<file path="src/rtl/core/ple_pkg.sv">
// Shared types and constants for the positional list engine.
// Depends on nothing; every other file of the block imports it.
package ple_pkg;

  localparam int unsigned DATA_W       = 32;
  localparam int unsigned POS_W        = 9;
  localparam int unsigned OP_W         = 2;
  localparam int unsigned CAPACITY_DEF = 256;

  // Stream beat widths; the data fields are padded to whole bytes.
  localparam int unsigned IN_TDATA_W  = 48;
  localparam int unsigned IN_TUSER_W  = OP_W;
  localparam int unsigned OUT_TDATA_W = 80;

  typedef enum logic [OP_W-1:0] {
    OP_INSERT = 2'd0,
    OP_REMOVE = 2'd1,
    OP_MOVE   = 2'd2,
    OP_READ   = 2'd3
  } op_e;

  typedef enum logic [1:0] {
    ST_IDLE,
    ST_FETCH,
    ST_APPLY,
    ST_SWEEP
  } state_e;

  typedef enum logic [1:0] {
    CMD_NONE,
    CMD_INSERT,
    CMD_REMOVE,
    CMD_MOVE
  } cmd_kind_e;

  // Command broadcast from the controller to every cell.
  typedef struct packed {
    cmd_kind_e                 kind;
    logic signed [DATA_W-1:0]  ins_val;
    logic signed [DATA_W-1:0]  move_val;
  } cell_cmd_t;

  // One result beat; the last member sits in the lowest bits.
  typedef struct packed {
    logic                      rejected;
    logic                      maximum_valid;
    logic signed [DATA_W-1:0]  maximum;
    logic [POS_W-1:0]          count;
    logic                      read_valid;
    logic signed [DATA_W-1:0]  read_value;
  } result_t;

endpackage

</file>
<file path="src/rtl/core/ple_ctrl.sv">
// Command sequencer of the positional list engine: stream handshakes, range
// checks, entry count, chain settling and the result register. Depends on ple_pkg.
module ple_ctrl #(
  parameter int unsigned CAPACITY = ple_pkg::CAPACITY_DEF,
  parameter int unsigned CW       = $clog2(CAPACITY + 1)
) (
  input  logic                                clk_i,
  input  logic                                rst_ni,
  input  logic                                s_tvalid_i,
  output logic                                s_tready_o,
  input  logic [ple_pkg::IN_TDATA_W-1:0]      s_tdata_i,
  input  logic [ple_pkg::IN_TUSER_W-1:0]      s_tuser_i,
  output logic                                m_tvalid_o,
  input  logic                                m_tready_i,
  output logic [ple_pkg::OUT_TDATA_W-1:0]     m_tdata_o,
  output ple_pkg::cell_cmd_t                  cmd_o,
  output logic [CW-1:0]                       pos_o,
  output logic [CW-1:0]                       cnt_o,
  input  logic signed [ple_pkg::DATA_W-1:0]   rd_head_i,
  input  logic signed [ple_pkg::DATA_W-1:0]   max_head_i
);
  import ple_pkg::*;

  localparam int unsigned WW = (CW > POS_W) ? CW : POS_W;
  localparam logic [CW-1:0] CapCount = CW'(CAPACITY);

  state_e                   state_q, state_d;
  logic [CW-1:0]            ctr_q, ctr_d;
  logic [CW-1:0]            count_q, count_d;
  op_e                      op_q;
  logic [CW-1:0]            pos_q;
  logic signed [DATA_W-1:0] ins_q;
  logic                     rej_q;
  logic                     m_tvalid_q;
  result_t                  result_q, result_d;

  op_e                      in_op;
  logic [POS_W-1:0]         in_pos;
  logic signed [DATA_W-1:0] in_val;
  logic                     accept;
  logic                     rej_in;
  logic                     settled;
  logic                     out_free;
  logic                     out_load;

  // Input beat unpacking and range checks against the current count.
  assign in_op  = op_e'(s_tuser_i);
  assign in_pos = s_tdata_i[POS_W-1:0];
  assign in_val = s_tdata_i[POS_W +: DATA_W];

  always_comb begin
    if (in_op == OP_INSERT) begin
      rej_in = (count_q == CapCount) || (WW'(in_pos) > WW'(count_q));
    end else begin
      rej_in = WW'(in_pos) >= WW'(count_q);
    end
  end

  assign s_tready_o = (state_q == ST_IDLE);
  assign accept     = s_tvalid_i && s_tready_o;
  assign settled    = (ctr_q == count_q);
  assign out_free   = !m_tvalid_q || m_tready_i;

  // Next state.
  always_comb begin
    state_d = state_q;
    unique case (state_q)
      ST_IDLE: begin
        if (accept) begin
          state_d = (in_op == OP_MOVE && !rej_in) ? ST_FETCH : ST_APPLY;
        end
      end
      ST_FETCH: begin
        if (settled) begin
          state_d = ST_APPLY;
        end
      end
      ST_APPLY: state_d = ST_SWEEP;
      ST_SWEEP: begin
        if (settled && out_free) begin
          state_d = ST_IDLE;
        end
      end
      default: state_d = ST_IDLE;
    endcase
  end

  // Outputs of the sequencer: cell command, count update, settle counter.
  always_comb begin
    cmd_o          = '0;
    cmd_o.kind     = CMD_NONE;
    cmd_o.ins_val  = ins_q;
    cmd_o.move_val = rd_head_i;
    count_d        = count_q;
    ctr_d          = '0;
    out_load       = 1'b0;
    unique case (state_q) inside
      ST_FETCH, ST_SWEEP: begin
        ctr_d    = settled ? ctr_q : ctr_q + 1'b1;
        out_load = (state_q == ST_SWEEP) && settled && out_free;
      end
      ST_APPLY: begin
        if (!rej_q) begin
          unique case (op_q)
            OP_INSERT: begin
              cmd_o.kind = CMD_INSERT;
              count_d    = count_q + 1'b1;
            end
            OP_REMOVE: begin
              cmd_o.kind = CMD_REMOVE;
              count_d    = count_q - 1'b1;
            end
            OP_MOVE:   cmd_o.kind = CMD_MOVE;
            OP_READ:   cmd_o.kind = CMD_NONE;
            default:   cmd_o.kind = CMD_NONE;
          endcase
        end
      end
      default: ;
    endcase
  end

  assign pos_o = pos_q;
  assign cnt_o = count_q;

  // Result assembly from the heads of the read and maximum chains.
  always_comb begin
    result_d.read_valid    = (op_q == OP_READ) && !rej_q;
    result_d.read_value    = result_d.read_valid ? rd_head_i : '0;
    result_d.count         = POS_W'(count_q);
    result_d.maximum_valid = (count_q != '0);
    result_d.maximum       = result_d.maximum_valid ? max_head_i : '0;
    result_d.rejected      = rej_q;
  end

  // Control registers.
  always_ff @(posedge clk_i or negedge rst_ni) begin
    if (!rst_ni) begin
      state_q    <= ST_IDLE;
      ctr_q      <= '0;
      count_q    <= '0;
      m_tvalid_q <= 1'b0;
    end else begin
      state_q <= state_d;
      ctr_q   <= ctr_d;
      count_q <= count_d;
      if (out_load) begin
        m_tvalid_q <= 1'b1;
      end else if (m_tready_i) begin
        m_tvalid_q <= 1'b0;
      end
    end
  end

  // Command and result payload registers.
  always_ff @(posedge clk_i) begin
    if (accept) begin
      op_q  <= in_op;
      pos_q <= CW'(in_pos);
      ins_q <= in_val;
      rej_q <= rej_in;
    end
    if (out_load) begin
      result_q <= result_d;
    end
  end

  assign m_tvalid_o = m_tvalid_q;
  assign m_tdata_o  = OUT_TDATA_W'(result_q);

  // The list never grows past its capacity.
  a_count_range: assert property (@(posedge clk_i) disable iff (!rst_ni)
    count_q <= CapCount)
    else $error("entry count above capacity");

  // The count moves only on the apply cycle.
  a_count_apply: assert property (@(posedge clk_i) disable iff (!rst_ni)
    (state_q != ST_APPLY) |=> $stable(count_q))
    else $error("entry count changed outside apply");

  // Only an accepted move fetches the moved entry.
  a_fetch_move: assert property (@(posedge clk_i) disable iff (!rst_ni)
    (state_q == ST_FETCH) |-> (!rej_q && op_q == OP_MOVE))
    else $error("fetch without a valid move");

  // A new result beat appears only at the end of the settle sweep.
  a_result_src: assert property (@(posedge clk_i) disable iff (!rst_ni)
    $rose(m_tvalid_q) |-> ($past(state_q) == ST_SWEEP))
    else $error("result raised outside sweep");

endmodule

</file>
<file path="config.mk">
export PLATFORM = sky130hd
export DESIGN_NAME = ple_ctrl
export DESIGN_NICKNAME = d
export VERILOG_FILES = /design/src/rtl/core/ple_pkg.sv /design/src/rtl/core/ple_ctrl.sv
export SDC_FILE = /design/constraint.sdc
export NUM_CORES = 1
export LEC_CHECK = 0
export ABC_AREA = 1
export BUFFER_PORTS_ARGS = -buffer_cell sky130_fd_sc_hd__buf_2
export CAP_MARGIN = 30
export CORE_MARGIN = 3
export CORE_UTILIZATION = 51
export CTS_CLUSTER_SIZE = 28
export DETAILED_ROUTE_END_ITERATION = 16
export PLACE_DENSITY = 0.88
export SLEW_MARGIN = 20
export SYNTH_ARGS = -nofsm -noshare
export SYNTH_HDL_FRONTEND = slang
export SYNTH_SLANG_ARGS = --single-unit
</file>
<file path="constraint.sdc">
create_clock -name clk_i -period 8.53 [get_ports clk_i]
set_input_delay 1.2795 -clock clk_i [delete_from_list [all_inputs] [get_ports clk_i]]
set_output_delay 1.2795 -clock clk_i [all_outputs]
set_load 0.02 [all_outputs]
</file>
==> impl_metrics.tcl <==
set metrics [dict create \
    drc_errors 0 \
    peakVddDrop_v 0.000202 \
    grt_util_all_layers_pct 23.5 \
    synth_area_um2 6370 \
    final_common_cell "buf_2" \
    path_cells "buf_2 -> buf_2" \
    layout_common_cells "272 x buf_2, 120 x edfxtp_1, 104 x inv_1" \
    num_rows 40 \
    skew_ps 6.34 \
    worstPathRequired_ps 7250 \
    synth_edf_count 120 \
    power.leakage_nw 3.95 \
    core_area_um2 12100 \
    port_buffers 272 \
    final_area_um2 8200 \
    rsz0062_at_grt "false" \
    setup_ws_ps 5650 \
    cts.sinks 141 \
    m1WireLength_um 5840 \
    drive_above_1_share_pct 38.4 \
    vias 4731 \
    critPathKind "input pin to output port" \
    synthDistinctLibCells 31 \
    dr.pass1.iters 6 \
    sequentialPowerShare_pct 41.5 \
    dr_wl_met3_um 979 \
    gr-total-overflow 0 \
    whs_ps 464 \
    tightest_slew_ps 541 \
    antenna_left 0 \
    drt_wl_total_um 16300 \
    p_sw_mw 0.735 \
    cts_setup_buffers 0 \
    hpwl_um 12400 \
    ys_seq_elements 141 \
    gp_congestion 0.904 \
    crit_family "buffers and inverters" \
    finalSetupViolations 0 \
    cts.repair.resized 0 \
    area_delta_synth_final_pct 28.8 \
    crit_buf_inv 2 \
    clk_latency_ps 410 \
    async_flop_share_pct 14.9 \
    cts.hold.buffers_added 0 \
    dp_slack_ps 5140 \
    avgSynthCellArea_um2 11.2 \
    worst_setup_path_end_kind "output port" \
    hold_viol 0 \
    total_power_mw 2.22 \
    fin_nets 957 \
    path_max_fanout 2 \
    h-tree-depth 4 \
    root_buffer "clkbuf_16" \
    cpPeakStageDelay_ps 180 \
    start_util_pct 52.6 \
    switching_share_pct 33.0 \
    drv_cap 0 \
    dieArea_um2 13900 \
    antenna_found_initial 5 \
    clk_pin_slew_worst_paths_ps 50 \
    yosys_most_used_dff "edfxtp_1" \
    power_density_nw_per_um2 271 \
    cp.arrival_ps 1600 \
    fmax_mhz 347 \
    cts_tree "built" \
    die_x_um 118 \
    combPwrFrac_pct 28.0 \
    internal_power_mw 1.49 \
    slew_headroom_pct 63.9 \
    crit_path_top_delay_cell "buf_2" \
    critPathLaunchType "input pin" \
    grt_pass1_wl_um 24800 \
    placed_area_um2 7630 \
    grt_max_degree 43 \
    cts_buffer_depth 2 \
    path_common_cell "buf_2" \
    yosys_warnings 0 \
    numCtsBuffers 17 \
    timing.final.crit_share_pct 33.8 \
    status "finished, final reports clean" \
    syn_inst 568 \
    post-route-min-period_ps 2880 \
    holdCritPathClass "flip-flop to flip-flop" \
    dr_wl_met2_um 8980 \
    route.detailed.wl_per_inst_um 16.4 \
    setup-tns-final_ps 0 \
    p_clk_share_pct 30.5 \
    seq_area_frac_synth_pct 64.9 \
    highest_layer "met4" \
    die_height_um 118 \
    grt_pass1_vias 4727 \
    slew_violations 0 \
    drt_iter0_markers 331 \
    vias_per_cell 4.74 \
    io_pins 284 \
]
## logic make-up (layout without fill, tap and decap cells)
kind of cell | count (synthesis) | in the layout | synth area share (%)
fa+ha+maj | 25 | 25 | 5.03
simple gates | 197 | 197 | 13.3
compound gates | 27 | 27 | 2.26
xor+xnor | 16 | 16 | 2.20
buf+inv | 161 | 415 | 12.3
other cells | 1 | 9 | 0.0589
flops | 141 | 141 | 64.9
## cell type report
cell class              instances  area, um^2
flip-flops and latches        141        4130
well taps                     168         210
inverters                     108         405
clock inverters                 9        97.6
clock buffers                  21         440
diodes                          5        12.5
repair buffers                277        1430
multi-input cells             269        1470
fillers                       935        3910
## power groups by stage
stage	combinational (mW)	sequential, mW	clock (mW)
finish	0.622	0.923	0.679
floorplan	0.402	0.974	0
detailed placement	0.612	0.936	0
global placement	0.587	0.932	0
CTS	0.626	0.924	0.692
global route	0.691	0.933	0.719
## metal layers
layer	global-route usage, %	up-vias
li1	-	2269
met5	0	-
met1	25.2	2221
met3	6.15	31
met2	42.7	210
met4	11.6	0
## through the flow
stage / util [%] / std cells
floorplan: - / 571
global route: 67.7 / 998
global placement: 62.8 / 961
detailed placement: 63.0 / 962
finish: 67.7 / 998
CTS: 67.4 / 992
## Yosys cell counts (all sizes together) (4+ instances only)
library cell | count | share of area [%]
clkbuf | 4 | 0.24
dfrtp | 21 | 8.3
a21oi | 12 | 1.0
buf | 49 | 5.7
xnor2 | 8 | 1.1
o21ai | 13 | 1.0
nor2 | 92 | 5.6
nand4 | 7 | 0.92
inv | 108 | 6.4
ha | 24 | 4.7
nand3 | 20 | 1.8
nand2 | 73 | 4.5
xor2 | 8 | 1.1
edfxtp | 120 | 57
## sequential cells by signal, summed over array words and instances (netlist names)
| signal | count |
|---|---|
| cnt_o | 9 |
| ctr_q | 9 |
| ins_q | 32 |
| m_tdata_o | 76 |
| m_tvalid_o | 1 |
| op_q | 2 |
| pos_o | 9 |
| rej_q | 1 |
| state_q | 2 |
## path summary, 6_finish.rpt
path / to / slack, ps / start / cells after the start
max: cmd_o[2] / 5650 / rd_head_i[2] / 2
min: m_tdata_o[75] / 460 / rej_q / 0
max reg2reg: cnt_o[8] / 6090 / op_q[1] / 11
min reg2reg: m_tdata_o[75] / 460 / rej_q / 0
max in group asynchronous: m_tvalid_o / 7350 / rst_ni / 1
min in group asynchronous: cnt_o[7] / 830 / rst_ni / 1
Power figures use the tool's default switching activity.
