===== src/rtl/core/ple_pkg.sv =====
// Shared types and constants for the positional list engine.
// Depends on nothing; every other file of the block imports it.
package ple_pkg;

  localparam int unsigned DATA_W       = 32;
  localparam int unsigned POS_W        = 9;
  localparam int unsigned OP_W         = 2;
  localparam int unsigned CAPACITY_DEF = 256;

  // Stream beat widths; the data fields are padded to whole bytes.
  localparam int unsigned IN_TDATA_W  = 48;
  localparam int unsigned IN_TUSER_W  = OP_W;
  localparam int unsigned OUT_TDATA_W = 80;

  typedef enum logic [OP_W-1:0] {
    OP_INSERT = 2'd0,
    OP_REMOVE = 2'd1,
    OP_MOVE   = 2'd2,
    OP_READ   = 2'd3
  } op_e;

  typedef enum logic [1:0] {
    ST_IDLE,
    ST_FETCH,
    ST_APPLY,
    ST_SWEEP
  } state_e;

  typedef enum logic [1:0] {
    CMD_NONE,
    CMD_INSERT,
    CMD_REMOVE,
    CMD_MOVE
  } cmd_kind_e;

  // Command broadcast from the controller to every cell.
  typedef struct packed {
    cmd_kind_e                 kind;
    logic signed [DATA_W-1:0]  ins_val;
    logic signed [DATA_W-1:0]  move_val;
  } cell_cmd_t;

  // One result beat; the last member sits in the lowest bits.
  typedef struct packed {
    logic                      rejected;
    logic                      maximum_valid;
    logic signed [DATA_W-1:0]  maximum;
    logic [POS_W-1:0]          count;
    logic                      read_valid;
    logic signed [DATA_W-1:0]  read_value;
  } result_t;

endpackage


===== src/rtl/core/ple_cell.sv =====
// One list cell: holds a single entry and takes part in the shift, maximum and
// read chains that run between neighboring cells. Depends on ple_pkg.
module ple_cell #(
  parameter int unsigned CW  = 9,
  parameter int unsigned IDX = 0
) (
  input  logic                                clk_i,
  input  ple_pkg::cell_cmd_t                  cmd_i,
  input  logic [CW-1:0]                       pos_i,
  input  logic [CW-1:0]                       cnt_i,
  input  logic signed [ple_pkg::DATA_W-1:0]   prev_val_i,
  input  logic signed [ple_pkg::DATA_W-1:0]   next_val_i,
  input  logic signed [ple_pkg::DATA_W-1:0]   next_max_i,
  input  logic signed [ple_pkg::DATA_W-1:0]   next_rd_i,
  output logic signed [ple_pkg::DATA_W-1:0]   val_o,
  output logic signed [ple_pkg::DATA_W-1:0]   max_o,
  output logic signed [ple_pkg::DATA_W-1:0]   rd_o
);
  import ple_pkg::*;

  localparam logic [CW-1:0] Idx     = CW'(IDX);
  localparam logic [CW:0]   IdxNext = (CW+1)'(IDX + 1);

  logic signed [DATA_W-1:0] val_q, val_d;
  logic signed [DATA_W-1:0] max_q, max_d;
  logic signed [DATA_W-1:0] rd_q, rd_d;
  logic                     next_occ;

  // Entry update: take the left neighbor on insert, the right one on remove or move.
  always_comb begin
    val_d = val_q;
    case (cmd_i.kind) inside
      CMD_INSERT: begin
        if (Idx == pos_i) begin
          val_d = cmd_i.ins_val;
        end else if (Idx > pos_i && Idx <= cnt_i) begin
          val_d = prev_val_i;
        end
      end
      CMD_REMOVE, CMD_MOVE: begin
        if (Idx >= pos_i && IdxNext < {1'b0, cnt_i}) begin
          val_d = next_val_i;
        end else if (cmd_i.kind == CMD_MOVE && IdxNext == {1'b0, cnt_i}) begin
          val_d = cmd_i.move_val;
        end
      end
      default: ;
    endcase
  end

  // Suffix maximum travels from the tail toward the head, one cell a clock.
  assign next_occ = IdxNext < {1'b0, cnt_i};

  always_comb begin
    max_d = val_q;
    if (next_occ && next_max_i > val_q) begin
      max_d = next_max_i;
    end
  end

  // The addressed entry travels toward the head on the read chain.
  assign rd_d = (Idx == pos_i) ? val_q : next_rd_i;

  always_ff @(posedge clk_i) begin
    val_q <= val_d;
    max_q <= max_d;
    rd_q  <= rd_d;
  end

  assign val_o = val_q;
  assign max_o = max_q;
  assign rd_o  = rd_q;

endmodule


===== config.mk =====
export PLATFORM = sky130hd
export DESIGN_NAME = ple_cell
export DESIGN_NICKNAME = d
export VERILOG_FILES = /design/src/rtl/core/ple_pkg.sv /design/src/rtl/core/ple_cell.sv
export SDC_FILE = /design/constraint.sdc
export NUM_CORES = 1
export LEC_CHECK = 0
export BUFFER_PORTS_ARGS = -buffer_cell sky130_fd_sc_hd__buf_2
export CORE_MARGIN = 10
export CORE_UTILIZATION = 37
export CTS_CLUSTER_SIZE = 24
export DETAILED_ROUTE_END_ITERATION = 12
export PLACE_DENSITY = 0.72
export SLEW_MARGIN = 30
export SYNTH_ARGS = -nofsm -noshare
export SYNTH_HDL_FRONTEND = slang
export SYNTH_SLANG_ARGS = --single-unit

===== constraint.sdc =====
create_clock -name clk_i -period 3.55 [get_ports clk_i]
set_clock_uncertainty 0.15 [all_clocks]
set_input_delay 0.355 -clock clk_i [delete_from_list [all_inputs] [get_ports clk_i]]
set_output_delay 0.355 -clock clk_i [all_outputs]
set_load 0.02 [all_outputs]

==> results of run 1 <==
report_power, final:
| part | total, mW | leakage [nW] | internal, mW | switching, mW |
|---|---|---|---|---|
| Combinational | 0.537 | 2.83 | 0.237 | 0.300 |
| Sequential | 1.21 | 0.834 | 1.19 | 0.0176 |
| Clock | 0.982 | 0.148 | 0.538 | 0.444 |
| Total | 2.73 | 3.81 | 1.97 | 0.762 |
flip-flops by register name, indices dropped and copies added, names as in the netlist:
| register | count |
|---|---|
| val_o | 32 |
| rd_o | 32 |
| max_o | 32 |
routing by layer:
layer  global-route usage [%]  vias to the layer above  wire length (um)
li1                         -                     3383                 -
met1                     25.9                     3083             10300
met2                     31.9                      312             10900
met3                     5.55                       35              2060
met4                     8.77                        0               670
met5                        0                        -                 0
logic make-up after synthesis:
family,Yosys count,synth area share [%]
fa+ha+maj,32,6.54
buf+inv,99,6.68
compound gates,190,19.6
flops,96,36.6
simple gates,360,30.5
per-stage QoR:
| step | worst slack (ps) | instance area [sq um] | util, % |
|---|---|---|---|
| global route | 385 | 8200 | 51.0 |
| global placement | 640 | 7890 | 49.1 |
| CTS | 584 | 8190 | 51.0 |
| finish | 536 | 8200 | 51.0 |
| detailed placement | 591 | 7900 | 49.2 |
| floorplan | 734 | 6120 | - |
final timing paths:
| path | from | end | slack [ps] | cells past startpoint |
|---|---|---|---|---|
| min reg2reg | val_o[11] | max_o[11] | 400 | 2 |
| max reg2reg | val_o[5] | max_o[23] | 540 | 9 |
| min | next_rd_i[0] | rd_o[0] | 50 | 3 |
| max | val_o[5] | max_o[23] | 540 | 9 |
critical path, cell delays in order, from the launching register on:
cell and delay (ps):
edfxtp_1 500, inv_1 140, ha_1 250, a21oi_1 150, o21ai_0 120, a311o_1 420, o31a_1 500, buf_4 300
a22oi_1 190, nand4_1 130
layout make-up:
class	count	area (sq um)
diodes	3	7.51
clock buffers	12	268
clock inverters	4	25.0
fillers	1566	7860
inverters	33	124
multi-input cells	582	3510
flip-flops and latches	96	2240
well taps	216	270
repair buffers	327	1750
layout by cell type, fill, tap and decap left out, types with 2 or more instances in the layout:
master       n
edfxtp_1    32
a211oi_1    32
nor2_1      36
and2_0      29
nor4_1       3
buf_4       13
nand3_1      3
and3_1      32
o21ai_0     39
buf_12       5
clkbuf_16   10
dfxtp_1     64
nand4_1     69
a21oi_1     14
clkinv_2     2
diode_2      3
buf_2      308
inv_1       33
ha_1        31
and2_1       4
and4_1       5
a22oi_1     32
nor3_1       2
a31oi_1     32
nand2_1    140
nor2b_1      2
nor3b_1     31
o21ai_1     29
==> impl_results.md, run 1 <==
- Status: complete, no violations
- DRT iter0 DRCs: roughly 530
- Max-Cap Viols: 0
- Largest net degree at the start of global routing: between 100 and 150
- Yosys cell types: 40
- Vias in the first global route: about 6600
- Clock Path Buffers: 2
- Layout cell share with drive strength beyond 1: about 33%
- Pwr/cell area: 333 nW/um^2
- CP Launch Type: register
- Hold Worst Slack: between 40 and 50 ps
- # clock sinks: 96
- Final hold violations: 0
- Die area: roughly 22000 sq um
- Final setup violation count: 0
- Rows: 46
- Initial antenna violation count: 3
- Placed insts: 1254
- Post-CTS setup buffer count: 0
- Die H: roughly 150 um
- Gr ovfl total: 0
- EDFF count, synth: 32
- CP required: ~3600 ps
- Post-Layout Cell Count: between 1000 and 1500
- Cell count after synthesis: between 700 and 800
- Global-route wire length before repair: 36200 um
- Total CTS buffers: 9
- Pre-Repair DR Iteration Count: 5
- Top FF cell, synth: dfxtp_1
- Rel. slew slack: 45.1%
- Routed vias: approximately 6800
- Synth-to-Final Area Change: 33.9%
- Leak Pwr: around 3.8 nW
- Port Buffers: 308
- Via/cell ratio: ~5.4
- Setup TNS: 0 ps
- Hold WC Path Type: input port to register
- Most frequent cells after synthesis: 140 x nand2_1, 69 x nand4_1, 64 x dfxtp_1
- Tot GR Track Use: roughly a fifth
- Final Wtd Congestion: 0.900
- Initial Util: a little under two fifths
- DRC viols: 0
- Max-slew violations: 0
- Max Fclk: 332 MHz
- Post-route ant nets: 0
- Cts hold-fix bufs: 0
- DP HPWL: around 19000 um
- Power consumption: between 2 and 3 mW
- CP endpoint kind: register
- Peak fanout along the critical path: 20
- Fraction of registers with async set or reset after synthesis: 0%
- Most frequent cell after synthesis: nand2_1
- H-tree depth: 3
- Cts repair resizes: 0
- Seq cells post-synth: 96
- Core box area: between 15000 and 20000 sq um
- Net count, final: between 1000 and 1500
- Critical path data arrival time: 3080 ps
- Yosys warning total: 0
- Post-synthesis sequential area ratio: a little over a third
- Syn nets: approximately 1000
- WL final: between 20000 and 25000 um
- Worst Tran Pin Value: about 800 ps
- Wirelength per Cell: between 15 and 20 um
- Peak supply drop: ~0.00024 V
- Min cycle time layout: 3010 ps
- Yosys top cell by area: dfxtp_1
- Die X: around 150 um
- IO Count: 309
- Worst skew pair latency: 350 ps
- CTS tree: yes
- Worst-path clk slew: 70 ps
- Type of the worst setup path: register to register
- Final period util: 84.9%
- Mapped Avg Cell Area: between 7 and 8 sq um
- Cell Area, Synth: slightly above 6000 sq um
- RSZ-0062 raised after global routing: false
- Root cell of the clock tree: clkbuf_16
- Top post-synthesis cells by area: dfxtp_1 21%, edfxtp_1 16%, nand2_1 8.6%, nand4_1 7.1%, ha_1 6.5%
- Share of the synthesized area in the top cell type: between 20% and 30%
Power figures use the tool's default switching activity.
==> run 2: changes to the inputs <==
--- a/config.mk
+++ b/config.mk
@@ -10,7 +10,7 @@
 export CORE_UTILIZATION = 37
 export CTS_CLUSTER_SIZE = 24
 export DETAILED_ROUTE_END_ITERATION = 12
-export PLACE_DENSITY = 0.72
+export PLACE_DENSITY = 0.75
 export SLEW_MARGIN = 30
 export SYNTH_ARGS = -nofsm -noshare
 export SYNTH_HDL_FRONTEND = slang
==> constraint.sdc (replaced) <==
create_clock -name clk_i -period 2.52 [get_ports clk_i]
set_clock_uncertainty 0.15 [all_clocks]
set_input_delay 0.252 -clock clk_i [delete_from_list [all_inputs] [get_ports clk_i]]
set_output_delay 0.252 -clock clk_i [all_outputs]
set_load 0.02 [all_outputs]
==> run 2 against run 1 <==
  * The run now ends with setup timing left
  * Sequential share of layout area is 3.6 points lower
  * Design area is 15% higher
  * First-iteration DRC count is 18% lower
  * Hold slack better by 66 ps
  * Utilization is 7.8 points higher
  * Routed wire length is 9.5% higher
  * Clock power is 37% higher
  * Power is 43% higher
  * Maximum frequency is 16% higher
  * Largest cell class unchanged
  * Largest power group unchanged
  * Highest routed layer is now met5
==> impl_results.md, run 2 (synthesis results as in run 1) <==
- Delay-heaviest family, CP: simple AND/OR/NAND/NOR gates
- CTS tree: yes
- Initial Util: approximately two fifths
- WP buf/inv: 3
- # clock sinks: 96
- Root cell of the clock tree: clkbuf_16
- Die area: roughly 22000 sq um
- Max-Cap Viols: 0
- Worst path slowest cell: or4_4
- Final setup violation count: 29
- Port Buffers: between 300 and 400
- Final period util: 103%
- Synth-to-Final Area Change: 54.3%
- Power consumption: a little under 4 mW
- Final hold violations: 0
- Tot GR Track Use: between 20% and 30%
- Max-slew violations: 0
- CP Launch Type: register
- Clock Path Buffers: 2
- IO Count: 309
- Setup crit end: max_o[22]
- Rel. slew slack: 57.3%
- Worst R2R Path Depth: 10
- Critical path data arrival time: about 2700 ps
- Crit path cell chain: inv_2 > ha_4 > nand4_1 > or4_4 > o21ai_4 > buf_6 > buf_12 > nor3b_2 > a22oi_1 > nand4_1
- Max Fclk: roughly 380 MHz
- Post-route ant nets: 0
- Largest net degree at the start of global routing: 70
- Post-Layout Cell Count: roughly 1400
- Total CTS buffers: 9
- DRT iter0 DRCs: 438
- Placed instance area: ~8500 sq um
- Final Cell Area: roughly 9400 sq um
- WL final: about 26000 um
- Pre-Repair DR Iteration Count: 7
- Pwr/cell area: approximately 410 nW/um^2
- Routed vias: between 7000 and 8000
- R2R Path End: max_o[22]
- Commonest non-fill, non-tap cell in the layout: buf_2
- Setup WS pre-CTS: -65.5 ps
- Initial antenna violation count: 4
- Via/cell ratio: 5.45
- Min cycle time layout: 2600 ps
- Wirelength per Cell: 18.9 um
- Die H: between 100 and 150 um
- Die X: approximately 150 um
- Global-route wire length before repair: 39300 um
- Leak Pwr: between 4 and 5 nW
- Peak supply drop: 0.000345 V
- Core box area: approximately 16000 sq um
- RSZ-0062 raised after global routing: true
- DP HPWL: 19300 um
- Worst-path clk slew: ~70 ps
- Final Wtd Congestion: 0.871
- Most frequent cell on the critical path: nand4_1
- Gr ovfl total: 0
- Worst skew pair latency: between 300 and 400 ps
- Placed insts: around 1300
- CP peak stage delay: 610 ps
- H-tree depth: 3
- DRC viols: 0
- Hold WC Path Type: input port to register
- Net count, final: roughly 1400
- Most frequent cells in the layout: 308 x buf_2, 140 x nand2_1, 86 x buf_4
- WP depth: 10
- Status: finished, violations left
- Reg2Reg Setup Slack: -80 ps
- Final setup margin: -78.3 ps
- RR Startpoint: val_o[24]
- Vias in the first global route: around 7400
- Layout cell share with drive strength beyond 1: between 40% and 50%
- Worst Tran Pin Value: around 640 ps
- Peak fanout along the critical path: 8
- Crit path from: val_o[24]
- Fill count: between 1000 and 1500
- CP required: between 2000 and 3000 ps
- Rows: 46
- Type of the worst setup path: register to register
- CP endpoint kind: register
- Failing checks: setup timing
## run 2: changes by cell type in the layout (fill, tap and decap cells not counted), moves of 7 or more
cell	previous run	this run
buf_4	13	86
dlygate4sd3_1	0	32
nor3b_1	31	16
nor3b_2	0	14
inv_1	33	25
inv_2	0	8
ha_1	31	24
ha_4	1	8
## run 2: worst min-delay path: cells and delay by family
family / cells / cell delay (ps)
buffers and inverters: 1 / 70
and+or+nand+nor: 1 / 40
AOI/OAI and AO/OA: 1 / 140
## run 2: area by class of cell
| type | count | area, sq um | share of cell area, % |
|---|---|---|---|
| multi-input combinational | 583 | 3720 | 39.4 |
| antenna | 4 | 10.0 | 0.106 |
| clock buffer | 10 | 229 | 2.43 |
| tap | 216 | 270 | 2.86 |
| clock inverter | 5 | 48.8 | 0.517 |
| inverter | 33 | 124 | 1.31 |
| sequential | 96 | 2240 | 23.7 |
| timing repair buffer | 442 | 2790 | 29.6 |
## run 2: repair_timing
action	4_1_cts	5_1_grt
resized for setup	8	29
endpoints found under the hold margin	32	0
gates cloned	3	2
hold buffers	32	0
buffers inserted	7	6
endpoints found under the setup margin	32	32
pin swaps	6	52
## run 2: routing by layer
layer	vias up	track usage, %	routed length, um
li1	3623	-	-
met1	3492	25.9	10200
met2	395	37.6	12900
met3	57	6.07	2250
met4	2	9.32	804
met5	-	0	7
## run 2: worst min path at each step
| stage | from | endpoint | slack (ps) | cells past startpoint |
|---|---|---|---|---|
| after global routing | cmd_i[38] | val_o[6] | 130 | 3 |
| after floorplan | next_rd_i[0] | rd_o[0] | 210 | 2 |
| after global placement | next_rd_i[27] | rd_o[27] | 290 | 3 |
| after detailed placement | next_rd_i[15] | rd_o[15] | 300 | 3 |
| final | prev_val_i[6] | val_o[6] | 110 | 3 |
| after CTS | prev_val_i[6] | val_o[6] | 100 | 3 |
## run 2: through the flow
stage                     utilization, %  setup TNS [ps]  hold WS (ps)
final                               58.8           -1050           111
after global routing                58.8           -3240           130
after CTS                           57.7            -205          97.9
after detailed placement            52.9            -885           301
after global placement              52.7            -116           295
after floorplan                        -           -1130           209
## run 2: power by group
group | switching, mW | leakage (nW) | internal [mW] | total (mW)
registers | 0.0254 | 0.834 | 1.68 | 1.71
logic | 0.456 | 3.44 | 0.403 | 0.859
clock network | 0.592 | 0.140 | 0.756 | 1.35
==> run 3: changes to the inputs <==
--- a/config.mk
+++ b/config.mk
@@ -10,6 +10,7 @@
 export CORE_UTILIZATION = 37
 export CTS_CLUSTER_SIZE = 24
 export DETAILED_ROUTE_END_ITERATION = 12
+export HOLD_SLACK_MARGIN = 0.15
 export PLACE_DENSITY = 0.75
 export SLEW_MARGIN = 30
 export SYNTH_ARGS = -nofsm -noshare
==> run 3 against run 2 <==
  * The run still ends with setup timing left
  * Critical path type unchanged
  * Hold slack gained 48 ps
  * Global-route usage grew 0.53 points
  * Design area grew 4.2%
  * Combinational power grew 7.6%
  * Sequential power is essentially flat
  * Cell count grew 2.7%
  * Power grew 1.6%
  * Sequential share of layout area shrank 0.95 points
  * Flip-flop and latch count is the same
  * Maximum frequency shrank 0.63%
  * Via count grew 2.7%
==> impl_results.md, run 3 (synthesis results as in run 1) <==
- Net count, final: ~1500
- Delay-heaviest family, CP: simple AND/OR/NAND/NOR gates
- Hold WC Path Type: input port to register
- Peak fanout along the critical path: 8
- Critical path data arrival time: between 2000 and 3000 ps
- Vias in the first global route: ~7800
- Max-slew violations: 0
- Wirelength per Cell: approximately 19 um
- DRC viols: 0
- Most frequent cell on the critical path: nand4_1
- Placed insts: 1322
- Type of the worst setup path: register to register
- Gr ovfl total: 0
- CP peak stage delay: between 600 and 700 ps
- Clock Path Buffers: 2
- CP Launch Type: register
- Routed vias: approximately 7800
- Final Cell Area: 9840 sq um
- Largest net degree at the start of global routing: 70
- Final period util: 104%
- Tot GR Track Use: 22.8%
- Die area: ~22000 sq um
- WP depth: 10
- Hold depth: 3
- Initial antenna violation count: 3
- Final Wtd Congestion: 0.871
- CP endpoint kind: register
- Worst skew pair latency: between 300 and 400 ps
- Commonest non-fill, non-tap cell in the layout: buf_2
- Port Buffers: 308
- # clock sinks: 96
- Die H: around 150 um
- Total CTS buffers: 9
- Status: finished, violations left
- Final setup margin: -94.7 ps
- Crit path cell chain: inv_2 > ha_4 > nand4_1 > or4_4 > o21ai_4 > buf_6 > buf_12 > nor3b_2 > a22oi_1 > nand4_1
- CP required: roughly 2600 ps
- Worst path slowest cell: or4_4
- Synth-to-Final Area Change: 60.7%
- H-tree depth: 3
- Max Fclk: 382 MHz
- Pwr/cell area: about 400 nW/um^2
- DP HPWL: about 19000 um
- Power consumption: around 4.0 mW
- Via/cell ratio: ~5.4
- Leak Pwr: between 4 and 5 nW
- Final setup violation count: 29
- WP buf/inv: 3
- Peak supply drop: 0.000338 V
- Worst R2R Path Depth: 10
- DRT iter0 DRCs: between 300 and 400
- Pre-Repair DR Iteration Count: 6
- IO Count: 309
- Core box area: roughly 16000 sq um
- CTS tree: yes
- Global-route wire length before repair: 40500 um
- Die X: around 150 um
- RSZ-0062 raised after global routing: true
- Fill count: approximately 1300
- Worst-path clk slew: around 70 ps
- Rel. slew slack: between 50% and 60%
- Most frequent cells in the layout: 308 x buf_2, 140 x nand2_1, 84 x buf_4
- Root cell of the clock tree: clkbuf_16
- Post-route ant nets: 0
- Initial Util: between 30% and 40%
- Post-Layout Cell Count: approximately 1400
- Max-Cap Viols: 0
- Placed instance area: ~8500 sq um
- Failing checks: setup timing
- Layout cell share with drive strength beyond 1: between 30% and 40%
- WL final: ~27000 um
- Final hold violations: 0
- Rows: 46
- Min cycle time layout: 2610 ps
- Worst Tran Pin Value: between 600 and 700 ps
run 3: cell types whose count changed in the layout (fill, tap and decap cells not counted):
| cell | delta |
|---|---|
| diode_2 | -2 |
| dlygate4sd3_1 | +42 |
| a221oi_1 | +1 |
| a221oi_2 | -1 |
| buf_4 | -2 |
run 3: worst paths after layout:
path	from	to	slack, ps
setup / recovery	val_o[24]	max_o[22]	-90
hold / removal	prev_val_i[29]	val_o[29]	160
setup reg to reg	val_o[24]	max_o[22]	-90
hold reg to reg	val_o[4]	max_o[4]	400
run 3: report_power, final:
group          switching (mW)  internal [mW]
Combinational           0.469          0.455
Sequential             0.0253           1.68
Clock                   0.591          0.756
run 3: per-stage QoR:
step	TNS, ps	utilization [%]	setup slack (ps)	hold slack, ps
2_1_floorplan	-1130	-	-42.2	209
3_3_place_gp	-116	52.7	-16.9	295
3_5_place_dp	-885	52.9	-65.5	301
4_1_cts	-205	60.3	-26.4	150
5_1_grt	-3750	61.3	-171	172
6_report	-841	61.3	-94.7	159
run 3: repair_timing:
item                       CTS  global route
gates resized for setup      8            28
buffers inserted             7             4
hold buffers                74             0
hold endpoints to repair    55             0
pin swaps                    6            49
cloned                       3             2
setup endpoints to repair   32            32
run 3: final cells by class:
type                            count  area, sq um  area share, %
Multi-Input combinational cell    583         3720           37.8
Timing Repair Buffer              482         3200           32.5
Sequential cell                    96         2240           22.8
Tap cell                          216          270           2.75
Clock buffer                       10          229           2.33
Inverter                           33          124           1.26
Clock inverter                      5         48.8          0.496
Antenna cell                        2         5.00         0.0509
run 3: worst register-to-register path, cell delays in order (launching register included):
cell and delay (ps):
edfxtp_1 390, inv_2 70, ha_4 260, nand4_1 120
or4_4 610, o21ai_4 190, buf_6 140, buf_12 130
nor3b_2 50, a22oi_1 210, nand4_1 130
run 3: metal layers:
metal / vias up / GRT usage (%) / routed length, um
li1: 3698 / - / -
met1: 3540 / 25.8 / 10200
met2: 432 / 38.3 / 13000
met3: 101 / 6.37 / 2310
met4: 2 / 11.7 / 1300
met5: - / 0 / 7
